**config.mk**
```make
export PLATFORM = sky130hd
export DESIGN_NAME = occupancy_debounce_tracker
export DESIGN_NICKNAME = d
export VERILOG_FILES = /design/src/sv/odt_pkg.sv /design/src/sv/occupancy_debounce_tracker.sv
export SDC_FILE = /design/constraint.sdc
export NUM_CORES = 2
export LEC_CHECK = 0
export BUFFER_PORTS_ARGS = -buffer_cell sky130_fd_sc_hd__buf_2
export CORE_ASPECT_RATIO = 0.9
export CORE_MARGIN = 2
export CORE_UTILIZATION = 55
export CTS_CLUSTER_SIZE = 20
export DETAILED_ROUTE_END_ITERATION = 16
export PLACE_DENSITY_LB_ADDON = 0.1
export SLEW_MARGIN = 5
export SYNTH_ARGS = -nofsm -noshare
export SYNTH_HDL_FRONTEND = slang
export SYNTH_SLANG_ARGS = --single-unit
```
**constraint.sdc**
```tcl
create_clock -name clk -period 6.82 [get_ports clk]
set_input_delay 1.364 -clock clk [delete_from_list [all_inputs] [get_ports clk]]
set_output_delay 1.364 -clock clk [all_outputs]
set_load 0.02 [all_outputs]
```
**src/sv/odt_pkg.sv**
```systemverilog
package odt_pkg;

    // Widths fixed by the stream fields
    localparam int FIELD_W            = 32;
    localparam int TIME_WIDTH_DEFAULT = 32;
    localparam int IN_TDATA_W         = 72;
    localparam int OUT_TDATA_W        = 104;
    localparam int CFG_INDEX_W        = 1;

    // Debounce defaults
    localparam logic [FIELD_W-1:0] DEBOUNCE_DEFAULT_MS = 32'd60000;

    // Seconds part of the debounce: debounce / 1000 = (debounce >> 3) / 125,
    // and /125 is a multiply by ceil(2^36 / 125) followed by a shift by 36.
    localparam int QUOT_W      = 23;
    localparam int PRE_SHIFT   = 3;
    localparam int RECIP_W     = 30;
    localparam int RECIP_SHIFT = 36;
    localparam int PROD_W      = (FIELD_W - PRE_SHIFT) + RECIP_W;
    localparam logic [RECIP_W-1:0] RECIP_125       = 30'd549755814;
    localparam logic [QUOT_W-1:0]  LED_DEFAULT_SEC = 23'd60;

    // LED command codes
    typedef enum logic [1:0] {
        LED_NONE = 2'd0,
        LED_ON   = 2'd1,
        LED_OFF  = 2'd2
    } led_cmd_t;

    // Configuration register indexes
    localparam logic [CFG_INDEX_W-1:0] CFG_DEBOUNCE   = 1'b0;
    localparam logic [CFG_INDEX_W-1:0] CFG_KEEP_ALIVE = 1'b1;

    // Middle stage: state result plus the debounce seconds for the LED timeout
    typedef struct packed {
        logic                 occupied;
        led_cmd_t             led_cmd;
        logic                 report;
        logic [FIELD_W-1:0]   session;
        logic [FIELD_W-1:0]   total;
        logic [QUOT_W-1:0]    quot;
    } odt_mid_t;

    // Result item
    typedef struct packed {
        logic                 occupied;
        led_cmd_t             led_cmd;
        logic [FIELD_W-1:0]   led_timeout;
        logic                 report;
        logic [FIELD_W-1:0]   session;
        logic [FIELD_W-1:0]   total;
    } odt_out_t;

endpackage

```
**src/sv/occupancy_debounce_tracker.sv**
```systemverilog
// Occupancy tracker with debounce, one result per poll.
// A poll passes the input register, the state/quotient register and the result register
// on its way to the master side.
// Throughput: one poll per cycle unless m_tready stalls the pipeline.
// Reset (rst_n low, asynchronous): space free, start/last-event/total cleared,
// debounce 0 (60 s default), keep-alive off, all pipeline stages empty.
module occupancy_debounce_tracker #(
    parameter int TIME_WIDTH = odt_pkg::TIME_WIDTH_DEFAULT
) (
    input  logic                                clk,
    input  logic                                rst_n,
    // slave side
    input  logic                                s_tvalid,
    output logic                                s_tready,
    // detect[0], now_ms[32:1], now_sec[64:33], zero pad [71:65]
    input  logic [odt_pkg::IN_TDATA_W-1:0]      s_tdata,
    // master side
    output logic                                m_tvalid,
    input  logic                                m_tready,
    // occupied_now[0], led_command[2:1], led_timeout_ms[34:3], report_trigger[35],
    // session_seconds[67:36], total_seconds[99:68], zero pad [103:100]
    output logic [odt_pkg::OUT_TDATA_W-1:0]     m_tdata,
    // configuration
    input  logic                                cfg_wr_en,
    input  logic [odt_pkg::CFG_INDEX_W-1:0]     cfg_index,
    input  logic [odt_pkg::FIELD_W-1:0]         cfg_data
);

    localparam int FW = odt_pkg::FIELD_W;
    localparam int TW = TIME_WIDTH;
    localparam int CW = (TW > FW) ? TW : FW;

    // Configuration registers
    logic [FW-1:0] debounce_reg;
    logic          keep_alive_reg;

    // Occupancy state
    logic          occ_reg,   occ_next;
    logic [TW-1:0] start_reg, start_next;
    logic [TW-1:0] last_reg,  last_next;
    logic [TW-1:0] total_reg, total_next;

    // Pipeline registers
    logic          in_v_reg;
    logic          in_detect_reg;
    logic [FW-1:0] in_ms_reg;
    logic [FW-1:0] in_sec_reg;
    logic          mid_v_reg;
    odt_pkg::odt_mid_t mid_reg, mid_next;
    logic          out_v_reg;
    odt_pkg::odt_out_t out_reg, out_next;

    // Stage enables
    logic en_out, en_mid, en_in;
    logic adv_in;

    // Poll datapath
    logic [TW-1:0] now_ms, now_sec;
    logic [FW-1:0] limit;
    logic [TW-1:0] since, session;
    odt_pkg::led_cmd_t led_cmd;
    logic          report;

    // LED timeout datapath
    logic [odt_pkg::PROD_W-1:0] recip_prod;
    logic [odt_pkg::QUOT_W-1:0] led_sec;
    logic [FW-1:0]              led_ms;

    // Flow control: a stage moves when the one after it is empty or moving
    assign en_out   = !out_v_reg || m_tready;
    assign en_mid   = !mid_v_reg || en_out;
    assign en_in    = !in_v_reg  || en_mid;
    assign s_tready = en_in;
    assign adv_in   = in_v_reg && en_mid;

    // Configuration writes
    always_ff @(posedge clk or negedge rst_n)
    begin
        if (!rst_n)
        begin
            debounce_reg   <= '0;
            keep_alive_reg <= 1'b0;
        end
        else if (cfg_wr_en)
        begin
            case (cfg_index)
                odt_pkg::CFG_DEBOUNCE:   debounce_reg   <= cfg_data;
                odt_pkg::CFG_KEEP_ALIVE: keep_alive_reg <= cfg_data[0];
                default: ;
            endcase
        end
    end

    // Input register
    always_ff @(posedge clk or negedge rst_n)
    begin
        if (!rst_n)
            in_v_reg <= 1'b0;
        else if (en_in)
            in_v_reg <= s_tvalid;
    end

    always_ff @(posedge clk)
    begin
        if (en_in && s_tvalid)
        begin
            in_detect_reg <= s_tdata[0];
            in_ms_reg     <= s_tdata[FW:1];
            in_sec_reg    <= s_tdata[2*FW:FW+1];
        end
    end

    // Occupancy update for one poll
    assign now_ms  = TW'(in_ms_reg);
    assign now_sec = TW'(in_sec_reg);
    assign limit   = (debounce_reg == '0) ? odt_pkg::DEBOUNCE_DEFAULT_MS : debounce_reg;

    always_comb
    begin
        occ_next   = occ_reg;
        start_next = start_reg;
        last_next  = last_reg;
        total_next = total_reg;
        led_cmd    = odt_pkg::LED_NONE;
        report     = 1'b0;
        session    = '0;
        since      = '0;

        // detection: open a session if free, and refresh the LED and last-event time
        if (in_detect_reg)
        begin
            if (!occ_reg)
            begin
                occ_next   = 1'b1;
                start_next = now_sec;
                report     = keep_alive_reg;
            end
            led_cmd   = odt_pkg::LED_ON;
            last_next = now_ms;
        end

        // debounce expiry closes the session
        if (occ_next)
        begin
            if (last_next == '0)
                last_next = now_ms;
            since = now_ms - last_next;
            if (CW'(since) > CW'(limit))
            begin
                session    = now_sec - start_next;
                total_next = total_next + session;
                occ_next   = 1'b0;
                start_next = '0;
                led_cmd    = odt_pkg::LED_OFF;
                if (keep_alive_reg)
                    report = 1'b1;
            end
        end
    end

    // Debounce seconds: reciprocal multiply, registered with the poll
    assign recip_prod = {{odt_pkg::RECIP_W{1'b0}}, debounce_reg[FW-1:odt_pkg::PRE_SHIFT]}
                      * {{(FW - odt_pkg::PRE_SHIFT){1'b0}}, odt_pkg::RECIP_125};

    always_comb
    begin
        mid_next.occupied = occ_next;
        mid_next.led_cmd  = led_cmd;
        mid_next.report   = report;
        mid_next.session  = FW'(session);
        mid_next.total    = FW'(total_next);
        mid_next.quot     = recip_prod[odt_pkg::PROD_W-1:odt_pkg::RECIP_SHIFT];
    end

    // State registers
    always_ff @(posedge clk or negedge rst_n)
    begin
        if (!rst_n)
        begin
            occ_reg   <= 1'b0;
            start_reg <= '0;
            last_reg  <= '0;
            total_reg <= '0;
        end
        else if (adv_in)
        begin
            occ_reg   <= occ_next;
            start_reg <= start_next;
            last_reg  <= last_next;
            total_reg <= total_next;
        end
    end

    // Middle register
    always_ff @(posedge clk or negedge rst_n)
    begin
        if (!rst_n)
            mid_v_reg <= 1'b0;
        else if (en_mid)
            mid_v_reg <= in_v_reg;
    end

    always_ff @(posedge clk)
    begin
        if (adv_in)
            mid_reg <= mid_next;
    end

    // LED timeout: seconds * 1000 as shifts and subtracts (1024 - 16 - 8)
    assign led_sec = (mid_reg.quot == '0) ? odt_pkg::LED_DEFAULT_SEC : mid_reg.quot;
    assign led_ms  = (FW'(led_sec) << 10) - (FW'(led_sec) << 4) - (FW'(led_sec) << 3);

    always_comb
    begin
        out_next.occupied    = mid_reg.occupied;
        out_next.led_cmd     = mid_reg.led_cmd;
        out_next.led_timeout = (mid_reg.led_cmd == odt_pkg::LED_ON) ? led_ms : '0;
        out_next.report      = mid_reg.report;
        out_next.session     = mid_reg.session;
        out_next.total       = mid_reg.total;
    end

    // Result register
    always_ff @(posedge clk or negedge rst_n)
    begin
        if (!rst_n)
            out_v_reg <= 1'b0;
        else if (en_out)
            out_v_reg <= mid_v_reg;
    end

    always_ff @(posedge clk)
    begin
        if (en_out && mid_v_reg)
            out_reg <= out_next;
    end

    assign m_tvalid = out_v_reg;
    assign m_tdata  = {4'b0, out_reg.total, out_reg.session, out_reg.report,
                       out_reg.led_timeout, out_reg.led_cmd, out_reg.occupied};

    // Checks
    a_off_means_free: assert property (@(posedge clk) disable iff (!rst_n)
        (m_tvalid && out_reg.led_cmd == odt_pkg::LED_OFF) |-> !out_reg.occupied)
        else $error("LED off with space still occupied");

    a_on_means_occupied: assert property (@(posedge clk) disable iff (!rst_n)
        (m_tvalid && out_reg.led_cmd == odt_pkg::LED_ON)
            |-> (out_reg.occupied && out_reg.led_timeout != '0))
        else $error("LED on without occupancy or timeout");

    a_session_on_close: assert property (@(posedge clk) disable iff (!rst_n)
        (m_tvalid && out_reg.session != '0) |-> (out_reg.led_cmd == odt_pkg::LED_OFF))
        else $error("session length outside a session close");

    a_total_steady: assert property (@(posedge clk) disable iff (!rst_n)
        (adv_in && occ_next) |-> (total_next == total_reg))
        else $error("total changed while space stays occupied");

endmodule
```
Word level (Yosys, flattened, before mapping)
Index checks and enable logic that the tools add are counted.
{"block": "word_totals", "regBits": 389, "out_inout_bits": 106}
{"block": "classes", "add_sub_neg": 5, "mul": 1, "magnitude_cmp": 1, "n_eq_ne": 1, "muxes": 23, "bitwise_logic": 1, "n_reduce_logical": 15}
{"operator": "$mux W32", "count": 11}
{"operator": "$logic_not A32 Y1", "count": 2}
{"operator": "$sub A32 B32 Y32", "count": 2}
{"operator": "$mul A29 B29 Y58 const B", "count": 1}
{"operator": "$add A32 B32 Y32", "count": 1}
{"operator": "$gt A32 B32 Y1", "count": 1}
{"operator": "$sub A32 B26 Y32", "count": 1}
{"operator": "$sub A32 B27 Y32", "count": 1}
{"operator": "$logic_not A23 Y1", "count": 1}
{"operator": "$mux W23", "count": 1}
{"operator": "$mux W1", "count": 9}
{"operator": "$reduce_and A2 Y1", "count": 3}
{"operator": "$mux W2", "count": 2}
{"operator": "$logic_and A1 B1 Y1", "count": 3}
{"operator": "$logic_not A1 Y1", "count": 3}
{"operator": "$logic_or A1 B1 Y1", "count": 3}
{"operator": "$eq A2 B1 Y1 const B", "count": 1}
{"operator": "$not A1 Y1", "count": 1}

Logic depth before layout (Yosys ltp)
{"block": "logic_depth", "word_depth": 8, "depth_mapped": 34}

Least setup slack after synthesis
Ideal clock, no wire load.
{"block": "synth_timing", "kind": "reg2reg", "from": "register debounce_reg[10]", "to": "register mid_reg[21] (netlist name), data pin", "setup_ns": 0.259, "arrival_ns": 6.588, "required_ns": 6.561, "setup_slack_ns": -0.027, "stages_incl_launch_ff": 26, "path_cell_list": "dfrtp_1 inv_1 ha_1 fa_1 fa_1 inv_1 fa_1 inv_1 fa_1 inv_1 fa_1 inv_1 fa_1 inv_1 fa_1 inv_1 ha_1 a21o_1 a21o_1 a21oi_1 o22ai_1 a2111oi_2 a31oi_1 a221oi_2 nor2b_1 o31a_1"}
{"block": "synth_between", "elab_chain_cells": 1}
{"item": "from (decl)", "line": "occupancy_debounce_tracker.sv:34", "source": "logic [FW-1:0] debounce_reg;"}
{"item": "from (signal assigned)", "line": "occupancy_debounce_tracker.sv:87", "source": "odt_pkg::CFG_DEBOUNCE: debounce_reg <= cfg_data;"}
{"item": "$mul A29 B29 Y58", "line": "occupancy_debounce_tracker.sv:163", "source": "* {{(FW - odt_pkg::PRE_SHIFT){1'b0}}, odt_pkg::RECIP_125};"}
{"item": "net recip_prod, one bit", "line": "occupancy_debounce_tracker.sv:65", "source": "logic [odt_pkg::PROD_W-1:0] recip_prod;"}
{"item": "to (signal assigned)", "line": "occupancy_debounce_tracker.sv:206", "source": "mid_reg <= mid_next;"}
{"item": "to (decl)", "line": "occupancy_debounce_tracker.sv:49", "source": "odt_pkg::odt_mid_t mid_reg, mid_next;"}
The timed path passes the listed nets, and every way through them passes these cells.
A chain may end at the register's enable or synchronous reset.

Final worst setup path
Same ends and word-level chain as after synthesis.

==> out/qor.csv <==
stage;metric;value;unit
finish;P&R area growth vs syn;19.1;%
timing;final max-slew violation count;0;
finish;antenna cells;0;
die;core area;0.0627;mm2
finish;Layout fillers;5043;
global_route;Global Route Usage Sum;28.4;%
critical_path;register-to-register setup slack;-30;ps
critical_path;Crit. End Element;flop;
timing;shortest period the worst path allows;6850;ps
timing;final hold violation count;0;
timing;setup slack of the critical path after layout;-28.2;ps
global_route;antenna violations before repair;1;
route;Via density;5.48;
route;number of routed nets with antenna violations;0;
yosys;Post-Syn Area;0.0348;mm2
yosys;Warnings, synthesis;0;
critical_path;worst-case reg-to-reg path depth;24;
yosys;number of library cell types mapped by synthesis;83;
critical_path;crit-path max FO;5;
critical_path;sum of buffers and inverters on the critical path;6;
global_route;number of global-route vias before repair;26833;
critical_path;data required time of the worst path;7140;ps
yosys;flip-flop and latch count after synthesis;386;
route;DRC violations left;0;
placed_design;number of buffer cells added on primary ports;201;
cts;cell at the root of the clock tree;sky130_fd_sc_hd__clkbuf_16;
yosys;sequential area share after synthesis;31.4;%
critical_path;maximum single-stage delay on the critical path;500;ps
yosys;primary flip-flop cell chosen by synthesis mapping;sky130_fd_sc_hd__edfxtp_1;
placed_design;hpwl dp;74400;um
critical_path;category of the worst setup path launch point;flop;
cts;total clock buffers created by CTS;44;
timing;clock skew after layout;40.2;ps
critical_path;launching element of the worst setup path;debounce_reg[10];
critical_path;Max stage delay cell, worst path;sky130_fd_sc_hd__fa_1;
cts;clock buffer depth;3;
yosys;mean instance size in the synthesized netlist;10.4;um2
yosys;number of enable-type register cells in the synthesized netlist;253;
cts;clock transition time at the flip-flop clock pins of the worst setup and hold paths;60;ps
route;drt wl/cell;19.5;um
die;overall die area;0.0654;mm2
timing;maximum clock rate;146;MHz
critical_path;worst flop-to-flop path endpoint;mid_reg[21];
die;initial core utilization;55.6;%
run_status;result of the run;complete, but fails checks;
die;number of standard-cell rows in the floorplan;87;
timing;sum of negative setup slack;-49.7;ps
critical_path;reg2reg start;debounce_reg[10];
route;total routed wirelength;91400;um
route;length of the first detailed-routing pass in iterations;5;
cts;number of H-tree levels;2;
route;1st-iter DRT viols;1634;
timing;Worst Max-Slew Pin Slew;1040;ps
placed_design;weighted congestion at the end of routability-driven global placement;0.934;
critical_path;last element of the critical path;mid_reg[21];
timing;relative slew slack;30.7;%
cts;Clk Latency, worst-skew pair;590;ps
worst_hold_path;type of the tightest min-delay check;reg -> reg;
run;total of max-cap violations;0;
die;die boundary width;269;um
cts;hold-fix buffer count after cts;0;
critical_path;arrival time at the worst endpoint;7170;ps
critical_path;depth of the critical timing path with buffers and inverters included;24;
die;number of top-level design ports;216;
timing;RSZ-0062 raised after global routing;true;
finish;Final nets;4744;
finish;ratio of cells with drive above 1 in the final layout;19.5;%
critical_path;gate family responsible for the most delay along the worst path;adder cells;
finish;max reg flops;97;
route;via count;25704;
critical_path;sequence of cells on the critical path;buf_4, ha_2, fa_1, fa_1, inv_1, fa_1, inv_1, fa_1, fa_2, fa_1, inv_1, fa_1, inv_1, ha_2, a21o_1, a21o_1, a21oi_2, o22ai_2, a2111oi_2, buf_4, a31oi_4, a221oi_4, nor2b_1, o31a_1;
timing;final setup violation count;2;
critical_path;most used cell, CP;sky130_fd_sc_hd__fa_1;
run_status;violated checks;setup timing;
cts;clock sink total;386;
timing;share of the clock period used by the worst path;100;%
global_route;global-route wire length before repair;146000;um
cts;CTS tree;yes;
global_route;maximum number of pins on one net before global-route repair;70;
die;y dimension of the die;243;um
global_route;overflow left after global routing;0;
yosys;post-synthesis async set-or-reset flop share;34.5;%
critical_path;critical setup path kind;reg -> reg;
yosys;synthesized netlist cell count;3351;
## cell usage after synthesis (all sizes together) (38+ instances only)
cell | n | share of area (%)
nand2 | 272 | 2.9
xor2 | 45 | 1.1
a21oi | 165 | 2.4
ha | 539 | 19
inv | 576 | 6.2
a21o | 78 | 1.7
nor2 | 124 | 1.3
o31ai | 38 | 0.83
o21ai | 173 | 2.5
xnor2 | 78 | 2.0
edfxtp | 253 | 22
dfrtp | 133 | 9.6
and2 | 42 | 0.75
fa | 284 | 16
clkbuf | 64 | 0.69
## how the worst min path moves through the flow
stage / startpoint / to / cells after the start
2_1_floorplan: mid_reg[90] / m_tdata[0] / 0
3_3_place_gp: mid_reg[71] / m_tdata[52] / 0
3_5_place_dp: mid_reg[62] / m_tdata[43] / 0
4_1_cts: mid_reg[62] / m_tdata[43] / 0
5_1_grt: mid_reg[81] / m_tdata[62] / 0
6_report: mid_reg[81] / m_tdata[62] / 0
## timing repair
action	4_1_cts	5_1_grt
pin swaps	32	42
setup endpoints to repair	26	146
gates resized for setup	105	75
gates cloned	0	0
buffers inserted	15	7
## cell type report
class / instances / area, um2 / share of cell area [%]
Clock inverter: 33 / 453 / 1.09
Tap cell: 845 / 1060 / 2.55
Sequential cell: 386 / 10900 / 26.4
Timing Repair Buffer: 487 / 3430 / 8.26
Clock buffer: 49 / 1120 / 2.70
Multi-Input combinational cell: 2316 / 22300 / 53.8
Inverter: 576 / 2170 / 5.24
## per-stage QoR
step | instance area [um2] | instances | utilization, % | hold slack, ps | setup WS [ps]
2_1_floorplan | 34900 | 3357 | - | 400 | 3.08
3_3_place_gp | 38800 | 4590 | 61.9 | 401 | -512
3_5_place_dp | 38800 | 4590 | 61.9 | 405 | -550
4_1_cts | 41100 | 4686 | 65.6 | 414 | -97.1
5_1_grt | 41500 | 4692 | 66.2 | 423 | -224
6_report | 41500 | 4692 | 66.2 | 405 | -28.2
## logic make-up (layout without fill, tap and decap cells)
group | Yosys count | in the layout | share of synthesized area (%)
adder cells (fa/ha/maj) | 823 | 823 | 35.7
AND/OR/NAND/NOR | 661 | 661 | 9.06
buffers and inverters | 655 | 1145 | 7.16
AO/OA/AOI/OAI | 636 | 636 | 11.6
flip-flops | 386 | 386 | 31.4
XOR/XNOR | 123 | 123 | 3.09
multiplexers | 66 | 66 | 2.01
other | 1 | 7 | 0.0108
## cells in the final DEF, fill, tap and decap left out, types with 45 or more instances in the layout
master and n:
sky130_fd_sc_hd__a21o_1 78, sky130_fd_sc_hd__inv_1 554, sky130_fd_sc_hd__nand2_1 268, sky130_fd_sc_hd__edfxtp_1 253
sky130_fd_sc_hd__xnor2_1 77, sky130_fd_sc_hd__o21ai_0 113, sky130_fd_sc_hd__ha_1 493, sky130_fd_sc_hd__buf_4 255
sky130_fd_sc_hd__dfrtp_1 125, sky130_fd_sc_hd__a21oi_1 152, sky130_fd_sc_hd__xor2_1 45, sky130_fd_sc_hd__nor2_1 122
sky130_fd_sc_hd__buf_2 200, sky130_fd_sc_hd__o21ai_1 54, sky130_fd_sc_hd__fa_1 271
## metal layers
metal	global-route usage [%]	part of all wire [%]
met1	40.4	46
met2	47.0	47
met3	3.35	4.7
met4	6.29	2.2
met5	0	0
Power is not shown: default switching activity piles up to over one toggle a cycle in this logic, so the estimate is an artifact.
